### src/rtl/spq_pkg.sv
// Shared types and constants for the sorted priority queue.
// Used by spq_ctrl, spq_datapath and sorted_priority_queue_core; no dependencies.
package spq_pkg;

  // Queue geometry and field widths
  localparam int DEPTH = 16;
  localparam int KEY_W = 32;
  localparam int PAY_W = 32;
  localparam int IDX_W = $clog2(DEPTH);
  localparam int CNT_W = $clog2(DEPTH + 1);
  localparam int POS_W = 4;
  localparam int STATUS_W = 2;

  // Opcodes
  localparam logic OP_OFFER = 1'b0;
  localparam logic OP_POLL  = 1'b1;

  // Status codes
  localparam logic [STATUS_W-1:0] ST_OK    = 2'd0;
  localparam logic [STATUS_W-1:0] ST_FULL  = 2'd1;
  localparam logic [STATUS_W-1:0] ST_EMPTY = 2'd2;

  // Controller to datapath commands
  typedef struct packed {
    logic accept;   // take a new transaction from the input port
    logic walk;     // one step of the walk over the store
    logic place;    // write the last entry at the tail slot
    logic publish;  // load the result register and commit the count
  } spq_cmd_t;

  // Datapath to controller status
  typedef struct packed {
    logic walk_needed;  // accepted transaction has to walk the store
    logic walk_last;    // this walk step ends a poll walk
    logic need_place;   // this walk step ends an offer walk; tail slot still to write
  } spq_stat_t;

endpackage

### src/rtl/spq_ctrl.sv
// Sequencer for the sorted priority queue: accept, walk, place, publish.
// Depends on spq_pkg for the command and status structs.
module spq_ctrl (
  input  logic              clk,
  input  logic              rst,
  input  logic              in_valid,
  output logic              in_stall,
  output logic              out_valid,
  input  logic              out_stall,
  input  spq_pkg::spq_stat_t stat,
  output spq_pkg::spq_cmd_t  cmd
);

  typedef enum logic [1:0] {
    S_IDLE,
    S_WALK,
    S_PLACE,
    S_RESULT
  } state_t;

  state_t state;
  logic   out_free;

  assign out_free = !out_valid || !out_stall;
  assign in_stall = (state != S_IDLE);

  // Decode commands from the current state
  always_comb begin
    cmd.accept  = (state == S_IDLE) && in_valid;
    cmd.walk    = (state == S_WALK);
    cmd.place   = (state == S_PLACE);
    cmd.publish = (state == S_RESULT) && out_free;
  end

  // Hold state and the output valid flag
  always_ff @(posedge clk) begin
    if (rst) begin
      state     <= S_IDLE;
      out_valid <= 1'b0;
    end else begin
      if (cmd.publish) begin
        out_valid <= 1'b1;
      end else if (out_valid && !out_stall) begin
        out_valid <= 1'b0;
      end
      unique case (state)
        S_IDLE: begin
          if (in_valid) begin
            state <= stat.walk_needed ? S_WALK : S_RESULT;
          end
        end
        S_WALK: begin
          priority if (stat.walk_last) begin
            state <= S_RESULT;
          end else if (stat.need_place) begin
            state <= S_PLACE;
          end
        end
        S_PLACE: begin
          state <= S_RESULT;
        end
        S_RESULT: begin
          if (out_free) begin
            state <= S_IDLE;
          end
        end
        default: state <= S_IDLE;
      endcase
    end
  end

endmodule

### src/rtl/spq_datapath.sv
// Entry store, walk index, count, head copy and result register of the queue.
// Depends on spq_pkg; driven by commands from spq_ctrl.
module spq_datapath (
  input  logic                          clk,
  input  logic                          rst,
  input  spq_pkg::spq_cmd_t             cmd,
  output spq_pkg::spq_stat_t            stat,
  input  logic                          cfg_write_en,
  input  logic                          cfg_write_data,
  input  logic                          opcode,
  input  logic [spq_pkg::KEY_W-1:0]     entry_key,
  input  logic [spq_pkg::PAY_W-1:0]     entry_payload,
  output logic [spq_pkg::STATUS_W-1:0]  status,
  output logic [spq_pkg::POS_W-1:0]     insert_position,
  output logic [spq_pkg::KEY_W-1:0]     removed_key,
  output logic [spq_pkg::PAY_W-1:0]     removed_payload,
  output logic                          head_valid,
  output logic [spq_pkg::KEY_W-1:0]     head_key,
  output logic [spq_pkg::PAY_W-1:0]     head_payload,
  output logic [spq_pkg::CNT_W-1:0]     entry_count
);

  // Entry store, one write and one registered read port
  logic [spq_pkg::KEY_W-1:0] key_mem [spq_pkg::DEPTH];
  logic [spq_pkg::PAY_W-1:0] pay_mem [spq_pkg::DEPTH];
  logic [spq_pkg::KEY_W-1:0] rd_key;
  logic [spq_pkg::PAY_W-1:0] rd_pay;

  // Working registers
  logic                         order_desc;
  logic [spq_pkg::CNT_W-1:0]    count;
  logic [spq_pkg::IDX_W-1:0]    idx;
  logic [spq_pkg::IDX_W-1:0]    idx_next;
  logic                         op;
  logic [spq_pkg::KEY_W-1:0]    new_key;
  logic [spq_pkg::PAY_W-1:0]    new_pay;
  logic [spq_pkg::STATUS_W-1:0] stat_code;
  logic [spq_pkg::POS_W-1:0]    pos;
  logic [spq_pkg::KEY_W-1:0]    rem_key;
  logic [spq_pkg::PAY_W-1:0]    rem_pay;
  logic [spq_pkg::KEY_W-1:0]    top_key;
  logic [spq_pkg::PAY_W-1:0]    top_pay;
  logic                         found;
  logic [spq_pkg::KEY_W-1:0]    carry_key;
  logic [spq_pkg::PAY_W-1:0]    carry_pay;

  // Write and read port controls
  logic                      we;
  logic [spq_pkg::IDX_W-1:0] waddr;
  logic [spq_pkg::KEY_W-1:0] wkey;
  logic [spq_pkg::PAY_W-1:0] wpay;
  logic [spq_pkg::IDX_W-1:0] raddr;

  logic [spq_pkg::CNT_W-1:0] count_m1;
  logic [spq_pkg::CNT_W-1:0] count_after;
  logic [spq_pkg::IDX_W-1:0] idx_p1;
  logic [spq_pkg::IDX_W-1:0] idx_m1;
  logic                      is_full;
  logic                      is_empty;
  logic                      goes_first;

  assign count_m1 = count - spq_pkg::CNT_W'(1);
  assign idx_p1   = idx + spq_pkg::IDX_W'(1);
  assign idx_m1   = idx - spq_pkg::IDX_W'(1);
  assign is_full  = (count == spq_pkg::CNT_W'(spq_pkg::DEPTH));
  assign is_empty = (count == '0);

  // New entry precedes the stored one read this cycle
  assign goes_first = order_desc ? (new_key > rd_key) : (new_key < rd_key);

  // Status toward the controller
  always_comb begin
    if (opcode == spq_pkg::OP_OFFER) begin
      stat.walk_needed = !is_empty && !is_full;
    end else begin
      stat.walk_needed = (count > spq_pkg::CNT_W'(1));
    end
    if (op == spq_pkg::OP_OFFER) begin
      stat.walk_last  = 1'b0;
      stat.need_place = (spq_pkg::CNT_W'(idx) == count_m1);
    end else begin
      stat.walk_last  = (spq_pkg::CNT_W'(idx) == count_m1);
      stat.need_place = 1'b0;
    end
  end

  // Steer the store ports for each command
  always_comb begin
    we       = 1'b0;
    waddr    = '0;
    wkey     = new_key;
    wpay     = new_pay;
    raddr    = idx;
    idx_next = idx;
    priority if (cmd.accept) begin
      if (opcode == spq_pkg::OP_OFFER) begin
        raddr = '0;
        if (is_empty) begin
          we   = 1'b1;
          wkey = entry_key;
          wpay = entry_payload;
        end
      end else begin
        raddr = spq_pkg::IDX_W'(1);
      end
      idx_next = raddr;
    end else if (cmd.walk) begin
      raddr    = idx_p1;
      idx_next = idx_p1;
      if (op == spq_pkg::OP_OFFER) begin
        // scan from the head; once placed, ripple displaced entries up one slot
        waddr = idx;
        if (found) begin
          we   = 1'b1;
          wkey = carry_key;
          wpay = carry_pay;
        end else if (goes_first) begin
          we = 1'b1;
        end
      end else begin
        we    = 1'b1;
        waddr = idx_m1;
        wkey  = rd_key;
        wpay  = rd_pay;
      end
    end else if (cmd.place) begin
      // tail slot gets the last displaced entry, or the new one if none
      we    = 1'b1;
      waddr = count[spq_pkg::IDX_W-1:0];
      if (found) begin
        wkey = carry_key;
        wpay = carry_pay;
      end
    end
  end

  // Store write and registered read
  always_ff @(posedge clk) begin
    if (we) begin
      key_mem[waddr] <= wkey;
      pay_mem[waddr] <= wpay;
    end
    rd_key <= key_mem[raddr];
    rd_pay <= pay_mem[raddr];
  end

  // Count after the pending transaction commits
  always_comb begin
    count_after = count;
    if (stat_code == spq_pkg::ST_OK) begin
      if (op == spq_pkg::OP_OFFER) begin
        count_after = count + spq_pkg::CNT_W'(1);
      end else begin
        count_after = count_m1;
      end
    end
  end

  // Control registers: order flag and entry count
  always_ff @(posedge clk) begin
    if (rst) begin
      order_desc <= 1'b0;
      count      <= '0;
    end else begin
      if (cfg_write_en) begin
        order_desc <= cfg_write_data;
      end
      if (cmd.publish) begin
        count <= count_after;
      end
    end
  end

  // Transaction registers, head copy and result register
  always_ff @(posedge clk) begin
    idx <= idx_next;
    if (we && (waddr == '0)) begin
      top_key <= wkey;
      top_pay <= wpay;
    end
    if (cmd.accept) begin
      op      <= opcode;
      new_key <= entry_key;
      new_pay <= entry_payload;
      pos     <= '0;
      rem_key <= '0;
      rem_pay <= '0;
      found   <= 1'b0;
      if (opcode == spq_pkg::OP_OFFER) begin
        stat_code <= is_full ? spq_pkg::ST_FULL : spq_pkg::ST_OK;
      end else begin
        stat_code <= is_empty ? spq_pkg::ST_EMPTY : spq_pkg::ST_OK;
        if (!is_empty) begin
          rem_key <= top_key;
          rem_pay <= top_pay;
        end
      end
    end
    if (cmd.walk && (op == spq_pkg::OP_OFFER)) begin
      carry_key <= rd_key;
      carry_pay <= rd_pay;
      if (!found && goes_first) begin
        found <= 1'b1;
        pos   <= spq_pkg::POS_W'(idx);
      end
    end
    if (cmd.place && !found) begin
      pos <= spq_pkg::POS_W'(count);
    end
    if (cmd.publish) begin
      status          <= stat_code;
      insert_position <= pos;
      removed_key     <= rem_key;
      removed_payload <= rem_pay;
      entry_count     <= count_after;
      head_valid      <= (count_after != '0);
      head_key        <= (count_after != '0) ? top_key : '0;
      head_payload    <= (count_after != '0) ? top_pay : '0;
    end
  end

endmodule

### src/rtl/sorted_priority_queue_core.sv
// Top level of the sorted priority queue: controller plus datapath.
// Depends on spq_pkg, spq_ctrl and spq_datapath.
//
//   channel  handshake            payload
//   input    in_valid / in_stall  opcode, entry_key, entry_payload
//   output   out_valid/out_stall  status, insert_position, removed_key, removed_payload,
//                                 head_valid, head_key, head_payload, entry_count
//   config   cfg_write_en         cfg_write_data (order_descending)
//
// An offer into n entries (1 to 15) walks all n and places; a poll of n > 1 shifts n - 1 down.
// An offer scans from the head and ripples displaced entries up one slot per cycle.
// Full-queue offers, empty-queue polls and trivial cases skip the walk.
// rst is synchronous and clears the count and the order flag; the store is not cleared.
// A waiting result does not block the next accept; it blocks only the next publish.
module sorted_priority_queue_core (
  input  logic                          clk,
  input  logic                          rst,
  input  logic                          cfg_write_en,
  input  logic                          cfg_write_data,
  input  logic                          in_valid,
  output logic                          in_stall,
  input  logic                          opcode,
  input  logic [spq_pkg::KEY_W-1:0]     entry_key,
  input  logic [spq_pkg::PAY_W-1:0]     entry_payload,
  output logic                          out_valid,
  input  logic                          out_stall,
  output logic [spq_pkg::STATUS_W-1:0]  status,
  output logic [spq_pkg::POS_W-1:0]     insert_position,
  output logic [spq_pkg::KEY_W-1:0]     removed_key,
  output logic [spq_pkg::PAY_W-1:0]     removed_payload,
  output logic                          head_valid,
  output logic [spq_pkg::KEY_W-1:0]     head_key,
  output logic [spq_pkg::PAY_W-1:0]     head_payload,
  output logic [spq_pkg::CNT_W-1:0]     entry_count
);

  spq_pkg::spq_cmd_t  cmd;
  spq_pkg::spq_stat_t stat;

  // Sequencer
  spq_ctrl u_ctrl (
    .clk       (clk),
    .rst       (rst),
    .in_valid  (in_valid),
    .in_stall  (in_stall),
    .out_valid (out_valid),
    .out_stall (out_stall),
    .stat      (stat),
    .cmd       (cmd)
  );

  // Store and result path
  spq_datapath u_datapath (
    .clk             (clk),
    .rst             (rst),
    .cmd             (cmd),
    .stat            (stat),
    .cfg_write_en    (cfg_write_en),
    .cfg_write_data  (cfg_write_data),
    .opcode          (opcode),
    .entry_key       (entry_key),
    .entry_payload   (entry_payload),
    .status          (status),
    .insert_position (insert_position),
    .removed_key     (removed_key),
    .removed_payload (removed_payload),
    .head_valid      (head_valid),
    .head_key        (head_key),
    .head_payload    (head_payload),
    .entry_count     (entry_count)
  );

endmodule

### config.mk
export PLATFORM = sky130hd
export DESIGN_NAME = sorted_priority_queue_core
export DESIGN_NICKNAME = d
export VERILOG_FILES = /design/src/rtl/spq_pkg.sv /design/src/rtl/spq_ctrl.sv /design/src/rtl/spq_datapath.sv /design/src/rtl/sorted_priority_queue_core.sv
export SDC_FILE = /design/constraint.sdc
export NUM_CORES = 2
export LEC_CHECK = 0
export ABC_CLOCK_PERIOD_IN_PS = 11200
export BUFFER_PORTS_ARGS = -buffer_cell sky130_fd_sc_hd__buf_2
export CAP_MARGIN = 10
export CORE_ASPECT_RATIO = 0.8
export CORE_MARGIN = 5
export CORE_UTILIZATION = 45
export DETAILED_ROUTE_END_ITERATION = 7
export PLACE_DENSITY = 0.69
export RECOVER_POWER = 50
export SETUP_SLACK_MARGIN = 0.3
export SLEW_MARGIN = 20
export SYNTH_ARGS = -nofsm -noshare
export SYNTH_HDL_FRONTEND = slang
export SYNTH_SLANG_ARGS = --single-unit
### constraint.sdc
create_clock -name clk -period 11.2 [get_ports clk]
set_clock_uncertainty 0.05 [all_clocks]
set_input_delay 0.56 -clock clk [delete_from_list [all_inputs] [get_ports clk]]
set_output_delay 0.56 -clock clk [all_outputs]
set_load 0.05 [all_outputs]
## Yosys cells after proc, flatten, opt, wreduce, memory -nomap -nowiden

Memories as Yosys holds them, arrays and structs flattened. A register that Yosys moved wholly into a read port is not among the register bits.
Index checks and enable logic that the tools add are counted.

| word-level totals | value |
|---|---|
| register bits after elaboration | 417 |
| memory bits (writable) | 1024 |
| input port bits | 71 |
| output and inout bits | 142 |
| word-level logic and storage cells | 121 |
| memories | 2 |

Memory list:

| name | depth | bits a word | read ports | clocked after Yosys merged registers in | write ports | RTL line | text |
|---|---|---|---|---|---|---|---|
| u_datapath.key_mem | 16 | 32 | 1 | 1 | 1 | spq_datapath.sv:24 | `logic [spq_pkg::KEY_W-1:0] key_mem [spq_pkg::DEPTH];` |
| u_datapath.pay_mem | 16 | 32 | 1 | 1 | 1 | spq_datapath.sv:25 | `logic [spq_pkg::PAY_W-1:0] pay_mem [spq_pkg::DEPTH];` |

| operators by class | value |
|---|---|
| $add $sub $neg | 4 |
| order comparisons | 3 |
| equality and inequality tests | 8 |
| muxes and demuxes | 54 |
| bitwise gates (word level) | 2 |
| reduce and logical (&&, ||, !) cells | 23 |

Operators by type and width:

| kind | count |
|---|---|
| $mux 32 | 14 |
| $mux 4 | 10 |
| $gt 32x32->1 | 1 |
| $lt 32x32->1 | 1 |
| $mux 1 | 19 |
| $mux 2 | 8 |
| $mux 5 | 2 |
| $logic_and 1x1->1 | 8 |
| $pmux 2 s4 | 1 |
| $add 5x1->5 const B | 1 |
| $eq 4x5->1 | 1 |
| $eq 5x5->1 const B | 1 |
| $gt 5x1->1 const B | 1 |
| $logic_not 1->1 | 5 |
| $logic_not 5->1 | 1 |
| $reduce_bool 5->1 | 1 |
| $sub 5x1->5 const B | 1 |
| $add 4x1->4 const B | 1 |
| $eq 2x2->1 const B | 2 |
| $logic_not 2->1 | 2 |
| $logic_not 4->1 | 1 |
| $reduce_bool 2->1 | 2 |
| $sub 4x1->4 const B | 1 |
| $ne 3x3->1 const B | 1 |
| 7 further kinds | 8 |

## Longest topological paths before layout

| depth | value |
|---|---|
| word-level depth | 9 |
| gate-level depth with buffers | 13 |
| depth with buffers taken out | 10 |

## Modules after synthesis

Synthesis repeated with hierarchy kept, for this count alone.

| unflattened totals | value |
|---|---|
| cells, all modules | 4070 |
| area, all modules | 56674.4 um2 |

By module, submodules not included:

| module | instances | cells each | area an instance (um2) | seq. area each (um2) |
|---|---|---|---|---|
| spq_datapath | 1 | 4041 | 56409.1 | 42390.7 |
| spq_ctrl | 1 | 29 | 265.3 | 60.1 |

## Least setup slack after synthesis

Ideal clock, no wire load.

| timing | value |
|---|---|
| path kind | reg2reg |
| start point | reg u_datapath.new_key[7] (netlist name) |
| end point | mem u_datapath.key_mem[5][0] (netlist name) (enable) |
| library setup time | 0.644 ns |
| arrival time | 8.170 ns |
| data required time | 10.506 ns |
| setup slack | 2.336 ns |
| cell stages (with the launch flop) | 11 |
| path buffers | 2 |
| period minus slack after synthesis | 8.864 ns |
| cell sequence | edfxtp_1 > ha_1 > a21oi_2 > nand3_1 > a221oi_2 > a311oi_2 > or3_1 > buf_6 > and3_4 > buf_6 > nor4_1 |

| between the ends | value |
|---|---|
| cells in the longest elaborated chain, start to end | 9 |
| elaborated cells on any way between the ends | 10 |
| those cells by class | order compare: 2; mux: 8 |

RTL lines:

| item | RTL line | text |
|---|---|---|
| start: declaration | spq_datapath.sv:35 | `logic [spq_pkg::KEY_W-1:0] new_key;` |
| start signal: assignment | spq_datapath.sv:183 | `new_key <= entry_key;` |
| $lt 32x32->1 / $gt 32x32->1 (equally long branches) | spq_datapath.sv:69 | `assign goes_first = order_desc ? (new_key > rd_key) : (new_key < rd_key);` |
| $mux 1 * | spq_datapath.sv:69 |  |
| $mux 1 * | spq_datapath.sv:117 | `end else if (goes_first) begin` |
| $mux 1 * | spq_datapath.sv:113 | `if (found) begin` |
| $mux 1 * | spq_datapath.sv:110 | `if (op == spq_pkg::OP_OFFER) begin` |
| $mux 1 * | spq_datapath.sv:107 | `end else if (cmd.walk) begin` |
| $mux 1 * | spq_datapath.sv:95 | `priority if (cmd.accept) begin` |
| $mux 1 * | spq_datapath.sv:139 | `if (we) begin` |
| $mux 1 (implied by the code) * | spq_datapath.sv:140 | `key_mem[waddr] <= wkey;` |
| end: declaration | spq_datapath.sv:24 |  |

Mark *: on every way between the ends. The rest lies on a longest branch, timed or not.

## Worst setup path after layout

| timing | value |
|---|---|
| start point | in opcode |
| end point | mem u_datapath.key_mem[3][6] (netlist name), data pin |

| between the ends | value |
|---|---|
| cells in the longest elaborated chain, start to end | 2 |

RTL lines:

| item | RTL line | text |
|---|---|---|
| start: declaration | sorted_priority_queue_core.sv:22 | `input logic opcode,` |
| $mux 32 | spq_datapath.sv:96 | `if (opcode == spq_pkg::OP_OFFER) begin` |
| $mux 32 | spq_datapath.sv:95 |  |
| named net u_datapath.wkey (one bit) | spq_datapath.sv:50 | `logic [spq_pkg::KEY_W-1:0] wkey;` |

The timed path passes the listed nets, and every way through them passes these cells.

==> flow_summary.toml <==
[sta]
min_period_ps = 7340
post-route-period-util_pct = 65.5
max_slew_margin_pct = -171
hold_violations = 0
setup_viol = 0
fmax_mhz = 136
slew_viol_final = 771
totalNegativeSetupSlack_ps = 0
rsz0062_at_grt = "false"
tightest_slew_ps = 4060

[floorplanning]
io_pins = 213
design.core.area_sq_um = 123000
die-height_um = 326
initial_core_util_pct = 45.5
die_x_um = 405
row_count = 115
dieArea_sq_um = 132000

[routing]
drt_pass1_iterations = 6
drc_errors = 0
ant_nets = 0
via_per_inst = 5.77
dr_total_vias = 34600
wl_per_cell_um = 23.5
drt-initial-drc-count = 4005
wl_mm = 140

[logic_synthesis]
netlist_top_cells_area = "edfxtp_1 (73%), nand2_1 (5.3%), a311oi_1 (3.0%)"
syn_area_sq_um = 56100
syn_nets = 4069
synth_top_area_share_pct = 72.8
synthTopCellsByCount = "edfxtp_1 (1359), nand2_1 (793), nand3_1 (278), clkbuf_1 (216), a311oi_1 (193)"
synth.ff_latch_count = 1441
ys_seq_area_share_pct = 75.7
synth_edf_count = 1359
yosysTopAreaCell = "edfxtp_1"
synth_ff_type = "edfxtp_1"
ys_types = 54
yosysWarnings = 0
synth_cells = 3955
synth-async-reset-ratio_pct = 0
syn_avg_cell_area_sq_um = 14.2
synth.most_common_cell = "edfxtp_1"

[grt]
antenna_found_initial = 11
grt_pass1_vias = 33000
overflow = 0
grt_pass1_wl_mm = 210
grt_max_degree = 205
track_usage_pct = 20.8

[clock_tree]
ctsHtreeMaxLevel = 4
cts_root_buf = "clkbuf_16"
cts-resized-gates = 0
cts_tree = "built"
cts_sinks = 1441
clkTransAtPathRegs_ps = 60
clockBufferDepth = 3
cts_made_buffers = 143
clock_latency_ps = 770

[run_status]
status = "finished with violations"
violations = "capacitance limit, slew limit"

[setup_path]
max_stage_delay_ps = 2820
endpoint_kind = "flop"
arrival_ps = 7900
crit_buf_inv = 6
critPathTopFamily = "buffers and inverters"
path_common_cell = "buf_4"
cp_slowest_cell = "clkbuf_1"
critPathMaxFanout = 67
worstSetupStartpointType = "primary input"
crit_required_ps = 11760
critPathKind = "primary input to flop"
crit_path_cell_trace = "buf_2 > clkbuf_1 > nor2b_1 > nand2_1 > nor3_1 > buf_4 > nor2_1 > clkbuf_1 > buf_4 > a22oi_1 > o21ai_0 > buf_4"

[layout]
design_area_sq_um = 63900
drive_gt1_share_pct = 7.27
nets = 4336
fillers = 10200
area_growth_pct = 14.0

[power_and_ir_drop]
cellLeakagePower_nw = 21.3
p_per_area_nw_per_um2 = 290
ir_worst_vdd_mv = 0.271

[min_path]
min_path_type = "primary input to flop"

[place]
placed_area_sq_um = 59200
routabilityCongestion = 0.777
port_buffers = 212
hpwl_mm = 72.4

[flow_run]
cap_violations = 23
[sequential cells by signal (all words and copies together) (netlist names), 2 cells and up]
| name | flops |
|---|---|
| u_datapath.pay_mem | 512 |
| u_datapath.rem_pay | 32 |
| u_datapath.new_key | 32 |
| u_datapath.rem_key | 32 |
| u_ctrl.state | 2 |
| u_datapath.rd_pay | 32 |
| u_datapath.removed_payload | 32 |
| u_datapath.carry_pay | 32 |
| u_datapath.pos | 4 |
| u_datapath.insert_position | 4 |
| u_datapath.entry_count | 5 |
| u_datapath.head_key | 32 |
| u_datapath.removed_key | 32 |
| u_datapath.count | 5 |
| u_datapath.carry_key | 32 |
| u_datapath.stat_code | 2 |
| u_datapath.rd_key | 32 |
| u_datapath.key_mem | 512 |
| u_datapath.idx | 4 |
| u_datapath.new_pay | 32 |
| u_datapath.head_payload | 32 |
| u_datapath.status | 2 |
[metrics by stage]
step / hold WS (ps) / total power, mW / cells / utilization, % / setup WS, ps
final: 10.0 / 18.6 / 5984 / 51.8 / 3860
after global routing: 31.2 / 19.6 / 5982 / 51.8 / 3400
after CTS: 5.83 / 18.7 / 5982 / 52.3 / 6220
after detailed placement: 355 / 14.0 / 5650 / 48.0 / 6280
after global placement: 351 / 13.9 / 5650 / 48.0 / 6310
after floorplan: 350 / 12.1 / 3955 / - / 2340
[power by group]
part           leakage, nW  switching [mW]  internal (mW)
Sequential            13.1           0.356           7.46
Clock                 2.22            2.03           2.66
Combinational         6.01            4.33           1.73
[placed cells by master (no fill, tap or decap), types with 5 or more instances in the layout]
master         Yosys  final
a211oi_1         137    136
a21o_1             5      5
a21oi_1           85     85
a22oi_1          128    128
a311oi_1         193    194
a31oi_1           65     65
and2_0            47     90
and2_1           147    103
and3_1            65     66
buf_2             48     11
buf_4              0     77
bufinv_16          0      8
clkbuf_1         216    289
clkbuf_16          0    146
clkbuf_8           0      9
clkinv_1           0     27
clkinv_2           0     14
clkinv_8           0      5
clkinvlp_4         0      6
dfxtp_1           82     82
dlygate4sd3_1      0     65
edfxtp_1        1359   1359
ha_1              43     43
inv_1             47     45
inv_6              0      8
nand2_1          793    792
nand2b_1           8      8
nand3_1          278    278
nand4_1           11     11
nor2_1            27     25
nor3_1            22     17
nor3_2             0      5
o21ai_0           71     68
xnor2_1            7      7
xor2_1            10     10
[layout make-up]
| class | instances | area, sq um | share of cell area, % |
|---|---|---|---|
| Inverter | 49 | 208 | 0.325 |
| Antenna cell | 2 | 5.00 | 0.00783 |
| Clock buffer | 195 | 3930 | 6.14 |
| Timing Repair Buffer | 404 | 2260 | 3.53 |
| Tap cell | 1638 | 2050 | 3.21 |
| Clock inverter | 72 | 657 | 1.03 |
| Multi-Input combinational cell | 2183 | 12400 | 19.4 |
| Sequential cell | 1441 | 42500 | 66.4 |
[per-layer routing]
layer / GRT usage (%) / wire length (um) / vias to the layer above
met5: 0 / 0 / -
met4: 5.33 / 2760 / 0
met3: 4.52 / 13100 / 200
met2: 31.7 / 64300 / 1583
met1: 30.6 / 60200 / 17200
li1: - / - / 15500
[logic make-up after synthesis]
kind of cell               count (synthesis)  synth area share, %
AOI/OAI and AO/OA                        707                 9.14
xor gates and xnor gates                  17                0.266
adders and majority gates                 43                0.960
buffers and inverters                    331                 2.36
DFF                                     1441                 75.7
muxes                                      4               0.0737
and+or+nand+nor                         1412                 11.5
[path summary, 6_finish.rpt]
check	from	endpoint	slack [ps]	depth (start not counted)
setup / recovery	opcode	u_datapath.key_mem[3][6]$_DFFE_PP_	3860	12
hold / removal	out_stall	u_ctrl.out_valid$_SDFFE_PP0P_	10	3
setup reg to reg	u_ctrl.state[1]$_SDFFE_PP0P_	u_datapath.rd_key[6]$_DFF_P_	4060	11
hold reg to reg	u_datapath.rem_key[9]$_SDFFCE_PP0P_	u_datapath.removed_key[9]$_DFFE_PP_	360	0
[worst min-delay path: cells and delay by family]
kind	cells	cell delay [ps]
AND/OR/NAND/NOR	1	70
AO/OA/AOI/OAI	1	60
buffers and inverters	1	100
[repair_timing]
action / 4_1_cts / 5_1_grt
endpoints found under the hold margin: 64 / 0
buffers inserted: 0 / 0
hold buffers: 65 / 0
No activity file was read; power rests on OpenSTA's default activity.
